`config.mk`:
```
export PLATFORM = sky130hd
export DESIGN_NAME = page_table_engine
export DESIGN_NICKNAME = d
export VERILOG_FILES = /design/src/rtl/pte_pkg.sv /design/src/rtl/page_table_engine.sv
export SDC_FILE = /design/constraint.sdc
export NUM_CORES = 2
export LEC_CHECK = 0
export BUFFER_PORTS_ARGS = -buffer_cell sky130_fd_sc_hd__buf_4
export CAP_MARGIN = 30
export CORE_MARGIN = 2
export CORE_UTILIZATION = 42
export CTS_CLUSTER_SIZE = 30
export DETAILED_ROUTE_END_ITERATION = 16
export GPL_ROUTABILITY_DRIVEN = 0
export PLACE_DENSITY = 0.66
export SYNTH_ARGS = -nofsm -noshare
export SYNTH_HDL_FRONTEND = slang
export SYNTH_MEMORY_MAX_BITS = 65536
export SYNTH_SLANG_ARGS = --single-unit
```
`constraint.sdc`:
```
create_clock -name clk -period 18.94 [get_ports clk]
set_input_delay 1.894 -clock clk [delete_from_list [all_inputs] [get_ports clk]]
set_output_delay 1.894 -clock clk [all_outputs]
set_load 0.1 [all_outputs]
```
`src/rtl/pte_pkg.sv`:
```
// Package for the page table engine: command and status codes, transaction
// structs and default sizes. Used by rtl/page_table_engine.sv.
// Depends on nothing else.
package pte_pkg;

  localparam int PAGE_SLOTS_DEF = 256;
  localparam int FRAME_BITS_DEF = 16;

  localparam int CMD_W    = 4;
  localparam int PAGE_W   = 16;
  localparam int FRAME_W  = 16;
  localparam int STATUS_W = 2;
  localparam int TALLY_W  = 9;

  localparam logic [TALLY_W-1:0] TALLY_MAX    = '1;
  localparam logic [TALLY_W-1:0] PAGES_RESET  = 9'd256;

  localparam logic [CMD_W-1:0] CMD_MAP       = 4'd0;
  localparam logic [CMD_W-1:0] CMD_UNMAP     = 4'd1;
  localparam logic [CMD_W-1:0] CMD_TRANSLATE = 4'd2;
  localparam logic [CMD_W-1:0] CMD_READ      = 4'd3;
  localparam logic [CMD_W-1:0] CMD_SET_REF   = 4'd4;
  localparam logic [CMD_W-1:0] CMD_SET_DIRTY = 4'd5;
  localparam logic [CMD_W-1:0] CMD_CLR_REF   = 4'd6;
  localparam logic [CMD_W-1:0] CMD_CLEAR_ALL = 4'd7;
  localparam logic [CMD_W-1:0] CMD_COUNT     = 4'd8;

  localparam logic [STATUS_W-1:0] ST_OK      = 2'd0;
  localparam logic [STATUS_W-1:0] ST_INVALID = 2'd1;
  localparam logic [STATUS_W-1:0] ST_SEGV    = 2'd2;

  typedef struct packed {
    logic [CMD_W-1:0]   cmd;
    logic [PAGE_W-1:0]  virtual_page;
    logic [FRAME_W-1:0] frame_number;
    logic               flag_value;
  } pte_in_t;

  typedef struct packed {
    logic [STATUS_W-1:0] status;
    logic [FRAME_W-1:0]  frame_out;
    logic                present_out;
    logic                dirty_out;
    logic                referenced_out;
    logic [TALLY_W-1:0]  present_total;
  } pte_out_t;

endpackage

```
`src/rtl/page_table_engine.sv`:
```
// Page table engine top level: entry memory, live bits, present count.
// Depends on rtl/pte_pkg.sv for codes, transaction structs and defaults.
//
// Usage: a command transaction is taken at a clock edge with start high and
// busy low; its fields arrive on in_data. One result per command appears on
// out_data for exactly one cycle while out_valid is high; the receiver cannot
// stall, so results are never held. A command taken at issue is held in the
// stage registers while its entry is read, and its result is then registered
// into out_data; a new command may be issued at every edge while busy is
// low, for a throughput of one command per cycle. The entry memory has one
// synchronous read port, read at issue, and one write port, written in the
// cycle after; a command that reads the entry the previous command just
// wrote takes the data from a last-write register. Clear all drops every
// live bit, so an entry not written since reads as all zero. cfg_wdata,
// written when cfg_we is high, sets how many pages are valid; the user must
// change it only while no command is in flight, which the block does not
// check. Reset (synchronous, rst_n low) clears the live bits, the present
// count and the pipeline, sets the page count to 256 and holds busy high.
module page_table_engine #(
  parameter int PAGE_SLOTS = pte_pkg::PAGE_SLOTS_DEF,
  parameter int FRAME_BITS = pte_pkg::FRAME_BITS_DEF
) (
  input  logic                          clk,
  input  logic                          rst_n,
  input  logic                          start,
  output logic                          busy,
  input  pte_pkg::pte_in_t              in_data,
  output logic                          out_valid,
  output pte_pkg::pte_out_t             out_data,
  input  logic                          cfg_we,
  input  logic [pte_pkg::TALLY_W-1:0]   cfg_wdata
);

  localparam int IDX_W = (PAGE_SLOTS > 1) ? $clog2(PAGE_SLOTS) : 1;
  localparam int E_W   = FRAME_BITS + 3;
  localparam int P_BIT = FRAME_BITS;
  localparam int D_BIT = FRAME_BITS + 1;
  localparam int R_BIT = FRAME_BITS + 2;
  localparam logic [pte_pkg::PAGE_W:0] SLOT_LIMIT = (pte_pkg::PAGE_W + 1)'(PAGE_SLOTS);

  logic [E_W-1:0]                 mem [PAGE_SLOTS];
  logic [E_W-1:0]                 rdata_r;
  logic [PAGE_SLOTS-1:0]          live_r;

  logic                           busy_r;
  logic [pte_pkg::TALLY_W-1:0]    pages_r;
  logic [pte_pkg::TALLY_W-1:0]    tally_r;
  logic [pte_pkg::TALLY_W-1:0]    tally_nxt;

  logic                           s_valid_r;
  logic [pte_pkg::CMD_W-1:0]      s_cmd_r;
  logic [pte_pkg::PAGE_W-1:0]     s_page_r;
  logic [FRAME_BITS-1:0]          s_frame_r;
  logic                           s_flag_r;

  logic                           lw_valid_r;
  logic [IDX_W-1:0]               lw_idx_r;
  logic [E_W-1:0]                 lw_data_r;

  logic                           out_valid_r;
  pte_pkg::pte_out_t              out_data_r;
  pte_pkg::pte_out_t              out_data_nxt;

  logic                           accept;
  logic [IDX_W-1:0]               s_idx;
  logic                           in_range;
  logic [E_W-1:0]                 raw_entry;
  logic [E_W-1:0]                 cur_entry;
  logic                           was_present;
  logic                           wr_en;
  logic [E_W-1:0]                 wr_data;
  logic                           clr_all;

  assign accept    = start && !busy_r;
  assign busy      = busy_r;
  assign out_valid = out_valid_r;
  assign out_data  = out_data_r;

  assign s_idx    = s_page_r[IDX_W-1:0];
  assign in_range = ((pte_pkg::PAGE_W + 1)'(s_page_r) < (pte_pkg::PAGE_W + 1)'(pages_r)) &&
                    ((pte_pkg::PAGE_W + 1)'(s_page_r) < SLOT_LIMIT);

  assign raw_entry   = (lw_valid_r && lw_idx_r == s_idx) ? lw_data_r : rdata_r;
  assign cur_entry   = live_r[s_idx] ? raw_entry : '0;
  assign was_present = cur_entry[P_BIT];

  always_comb begin
    wr_en        = 1'b0;
    wr_data      = cur_entry;
    clr_all      = 1'b0;
    tally_nxt    = tally_r;
    out_data_nxt = '0;
    out_data_nxt.status = pte_pkg::ST_OK;
    if (s_valid_r) begin
      if (s_cmd_r <= pte_pkg::CMD_CLR_REF) begin
        if (!in_range) begin
          out_data_nxt.status = pte_pkg::ST_INVALID;
        end else begin
          unique case (s_cmd_r)
            pte_pkg::CMD_MAP: begin
              wr_en                = 1'b1;
              wr_data              = '0;
              wr_data[FRAME_BITS-1:0] = s_frame_r;
              wr_data[P_BIT]       = 1'b1;
              wr_data[R_BIT]       = 1'b1;
              if (!was_present && tally_r != pte_pkg::TALLY_MAX) begin
                tally_nxt = tally_r + 1'b1;
              end
            end
            pte_pkg::CMD_UNMAP: begin
              wr_en   = 1'b1;
              wr_data = '0;
              if (was_present && tally_r != '0) begin
                tally_nxt = tally_r - 1'b1;
              end
            end
            pte_pkg::CMD_TRANSLATE: begin
              if (!was_present) begin
                out_data_nxt.status = pte_pkg::ST_SEGV;
              end else begin
                out_data_nxt.frame_out =
                  pte_pkg::FRAME_W'(cur_entry[FRAME_BITS-1:0]);
              end
            end
            pte_pkg::CMD_READ: begin
              out_data_nxt.frame_out =
                pte_pkg::FRAME_W'(cur_entry[FRAME_BITS-1:0]);
              out_data_nxt.present_out    = cur_entry[P_BIT];
              out_data_nxt.dirty_out      = cur_entry[D_BIT];
              out_data_nxt.referenced_out = cur_entry[R_BIT];
            end
            pte_pkg::CMD_SET_REF: begin
              wr_en          = 1'b1;
              wr_data[R_BIT] = s_flag_r;
            end
            pte_pkg::CMD_SET_DIRTY: begin
              wr_en          = 1'b1;
              wr_data[D_BIT] = s_flag_r;
            end
            default: begin
              wr_en          = 1'b1;
              wr_data[R_BIT] = 1'b0;
            end
          endcase
        end
      end else if (s_cmd_r == pte_pkg::CMD_CLEAR_ALL) begin
        clr_all   = 1'b1;
        tally_nxt = '0;
      end
    end
    out_data_nxt.present_total = tally_nxt;
  end

  always_ff @(posedge clk) begin
    if (accept) begin
      rdata_r <= mem[in_data.virtual_page[IDX_W-1:0]];
    end
    if (wr_en) begin
      mem[s_idx] <= wr_data;
    end
  end

  always_ff @(posedge clk) begin
    if (accept) begin
      s_cmd_r   <= in_data.cmd;
      s_page_r  <= in_data.virtual_page;
      s_frame_r <= FRAME_BITS'(in_data.frame_number);
      s_flag_r  <= in_data.flag_value;
    end
    if (wr_en) begin
      lw_idx_r  <= s_idx;
      lw_data_r <= wr_data;
    end
    out_data_r <= out_data_nxt;
  end

  always_ff @(posedge clk) begin
    if (!rst_n) begin
      busy_r      <= 1'b1;
      pages_r     <= pte_pkg::PAGES_RESET;
      tally_r     <= '0;
      live_r      <= '0;
      s_valid_r   <= 1'b0;
      lw_valid_r  <= 1'b0;
      out_valid_r <= 1'b0;
    end else begin
      busy_r      <= 1'b0;
      tally_r     <= tally_nxt;
      s_valid_r   <= accept;
      out_valid_r <= s_valid_r;
      if (cfg_we) begin
        pages_r <= cfg_wdata;
      end
      if (wr_en) begin
        lw_valid_r    <= 1'b1;
        live_r[s_idx] <= 1'b1;
      end
      if (clr_all) begin
        live_r <= '0;
      end
    end
  end

endmodule

```
==> flow_metrics.env <==
export IMPL_vias_per_cell=6.05
export IMPL_critical_path_class="in2reg"
export IMPL_hold_class="reg2reg"
export IMPL_portBuffers=81
export IMPL_cp_end_kind="register"
export IMPL_dp_cells=14900
export IMPL_die_width_um=695
export IMPL_drc=0
export IMPL_grtUsageMet2_pct=34.4
export IMPL_nFillCells=37200
export IMPL_final_util_pct=48.3
export IMPL_slew_viol_final=0
export IMPL_period_share_pct=36.5
export IMPL_grt_first_pass_wirelength_mm=742
export IMPL_ys_ff_latch=5255
export IMPL_cts_sinks=5255
export IMPL_vias=96300
export IMPL_core_area_um2=475000
export IMPL_setup_viol=0
export IMPL_grt_busiest_layer="met2"
export IMPL_wirelength_mm=530
export IMPL_powerDensity_nw_per_um2=106
export IMPL_layout_nets=9153
export IMPL_synth_warnings=0
export IMPL_ios=82
export IMPL_final_common_cell="edfxtp_1"
export IMPL_crit_path_start_kind="input port"
export IMPL_rsz0062_at_grt="no"
export IMPL_start_util_pct=42.2
export IMPL_antenna_left=0
export IMPL_maxCapViolCount=0
export IMPL_grtUsageTotal_pct=21.7
export IMPL_grtUsageMet1_pct=29.8
export IMPL_final_area_um2=229000
export IMPL_peakVddDrop_uv=82.3
export IMPL_synthTopCellsByArea="edfxtp_1, mux4_2, dfxtp_1"
export IMPL_globalRouteOverflowTotal=0
export IMPL_comb_power_share_pct=5.2
export IMPL_yosysTopAreaCellShare_pct=74.1
export IMPL_finalClockSkew_ps=62.1
export IMPL_status="finished clean"
export IMPL_met3_usage_pct=4.32
export IMPL_post_cts_buffers=0
export IMPL_cts_buffers_inserted=533
export IMPL_syn_area_um2=201000
export IMPL_dr_pass1_iters=6
export IMPL_yosysTopAreaCell="edfxtp_1"
export IMPL_htree_levels=6
export IMPL_synth_cells=8664
export IMPL_die_y_um=695
export IMPL_cp_max_fo=100
export IMPL_seq_power_share_pct=52.6
export IMPL_clk_latency_ps=1070
export IMPL_synth_fp_nets=8725
export IMPL_synthArstFlopShare_pct=0
export IMPL_p_int_mw=19.1
export IMPL_ys_types=64
export IMPL_clockBufferDepth=4
export IMPL_leakage_nw=71.2
export IMPL_clk_pin_slew_ps=60
export IMPL_cp_required_ps=19720
export IMPL_dpl_instance_area_um2=212000
export IMPL_cts_hold_buf=0
export IMPL_swShare_pct=21.6
export IMPL_grt_max_degree=242
export IMPL_fin_hold_ws_ps=451
export IMPL_slew_headroom_pct=4.27
export IMPL_min_period_ps=6910
export IMPL_drive_gt1_share_pct=32.2
export IMPL_antenna_found_initial=38
export IMPL_final_setup_tns_ps=0
export IMPL_area_delta_synth_final_pct=14.3
export IMPL_drt_iter0_drc=14800
export IMPL_worstPathArrival_ps=7690
export IMPL_grt_pass1_vias=96400
export IMPL_pwr_share_clk_pct=42.2
export IMPL_cts_tree="built"
export IMPL_switchingPower_mw=5.27
export IMPL_row_count=253
export IMPL_final_cell_mix="edfxtp_1, mux4_2, clkbuf_16"
export IMPL_max_freq_mhz=145
export IMPL_ys_seq_area_share_pct=77.1
export IMPL_hpwl_mm=301
export IMPL_fin_cells=15900
export IMPL_ctsRootBufferMaster="clkbuf_16"
export IMPL_wl_per_cell_um=33.3
export IMPL_tightest_slew_ps=1440
export IMPL_dieArea_um2=483000
export IMPL_synth_ff_type="edfxtp_1"
export IMPL_hold_viol=0
export IMPL_avgSynthCellArea_um2=23.1
export IMPL_synth_edf_count=4947
export IMPL_cts_repair_resized=0
[flip-flops by register name (all words and copies together), names as in the netlist, 4 cells and up]
signal / cells
s_frame_r: 16
s_page_r: 16
tally_r: 9
out_data: 30
rdata_r: 19
lw_data_r: 19
pages_r: 9
mem: 4864
lw_idx_r: 8
s_cmd_r: 4
live_r: 256
[routing by layer]
metal | wire [um] | vias up
met3 | 55600 | 933
li1 | - | 37700
met4 | 21200 | 14
met5 | 89 | -
met2 | 253000 | 5723
met1 | 200000 | 51900
[final timing paths]
check / start / end / slack (ps) / cells after the start
max: in_data[17] / rdata_r[11]$_DFFE_PP_ / 12030 / 9
min: live_r[13]$_SDFFE_PP0P_ / live_r[13]$_SDFFE_PP0P_ / 450 / 2
max reg2reg: s_page_r[1]$_DFFE_PP_ / mem[177][4]$_DFFE_PP_ / 12350 / 13
min reg2reg: live_r[13]$_SDFFE_PP0P_ / live_r[13]$_SDFFE_PP0P_ / 450 / 2
[final cells by class]
class                   instances  area, um^2  share of cell area [%]
inverters                      15        56.3                  0.0246
diodes                         24        60.1                  0.0262
flip-flops and latches       5255      155000                    67.5
multi-input cells            2891       45400                    19.8
repair buffers                396        4070                    1.78
clock inverters               278        2580                    1.13
clock buffers                 679       14400                    6.28
well taps                    6375        7980                    3.48
[per-stage QoR]
stage	setup WS (ps)	total power, mW
2_1_floorplan	84.4	14.0
3_3_place_gp	10810	14.3
3_5_place_dp	10740	14.3
4_1_cts	11850	24.5
5_1_grt	11470	25.0
6_report	12030	24.4
[power groups by stage]
stage          clock network (mW)  registers [mW]  logic [mW]
5_1_grt                      10.8            12.8        1.33
3_3_place_gp                    0            13.1        1.21
2_1_floorplan                   0            13.3       0.715
3_5_place_dp                    0            13.1        1.26
4_1_cts                      10.4            12.8        1.26
6_report                     10.3            12.8        1.28
[cell usage after synthesis (4+ instances only)]
| cell type | n |
|---|---|
| inv_1 | 15 |
| nand2_1 | 280 |
| nand3_1 | 44 |
| clkbuf_1 | 360 |
| edfxtp_1 | 4947 |
| or3_1 | 13 |
| o21ai_0 | 219 |
| or2_2 | 5 |
| ha_1 | 11 |
| nor3_1 | 12 |
| nor2_1 | 302 |
| nor2b_1 | 29 |
| dfxtp_1 | 308 |
| xnor2_1 | 8 |
| buf_1 | 92 |
| nand2b_1 | 5 |
| and3_1 | 5 |
| mux2i_1 | 114 |
| nor3b_1 | 5 |
| mux4_2 | 1641 |
| a22oi_1 | 39 |
| a21o_1 | 4 |
| a21oi_1 | 17 |
| buf_2 | 39 |
| buf_4 | 8 |
| nand4_1 | 10 |
| nor4_1 | 6 |
| o21a_1 | 65 |
| and2_1 | 7 |
[worst max-delay path, stage by stage]
cell and delay [ps]:
buf_16 520, buf_4 700, buf_4 700, buf_4 720, buf_4 820, mux4_2 630, mux4_2 500, mux4_2 530
mux4_2 500
[cell families after synthesis]
family,count (synthesis),share of synthesized area (%)
multiplexers,1757,19.0
buffers and inverters,518,1.03
AO/OA/AOI/OAI,380,1.16
flip-flops,5255,77.1
adder cells (fa/ha/maj),11,0.0686
AND/OR/NAND/NOR,735,1.55
XOR/XNOR,8,0.0349
No activity file was read; power rests on OpenSTA's default activity.
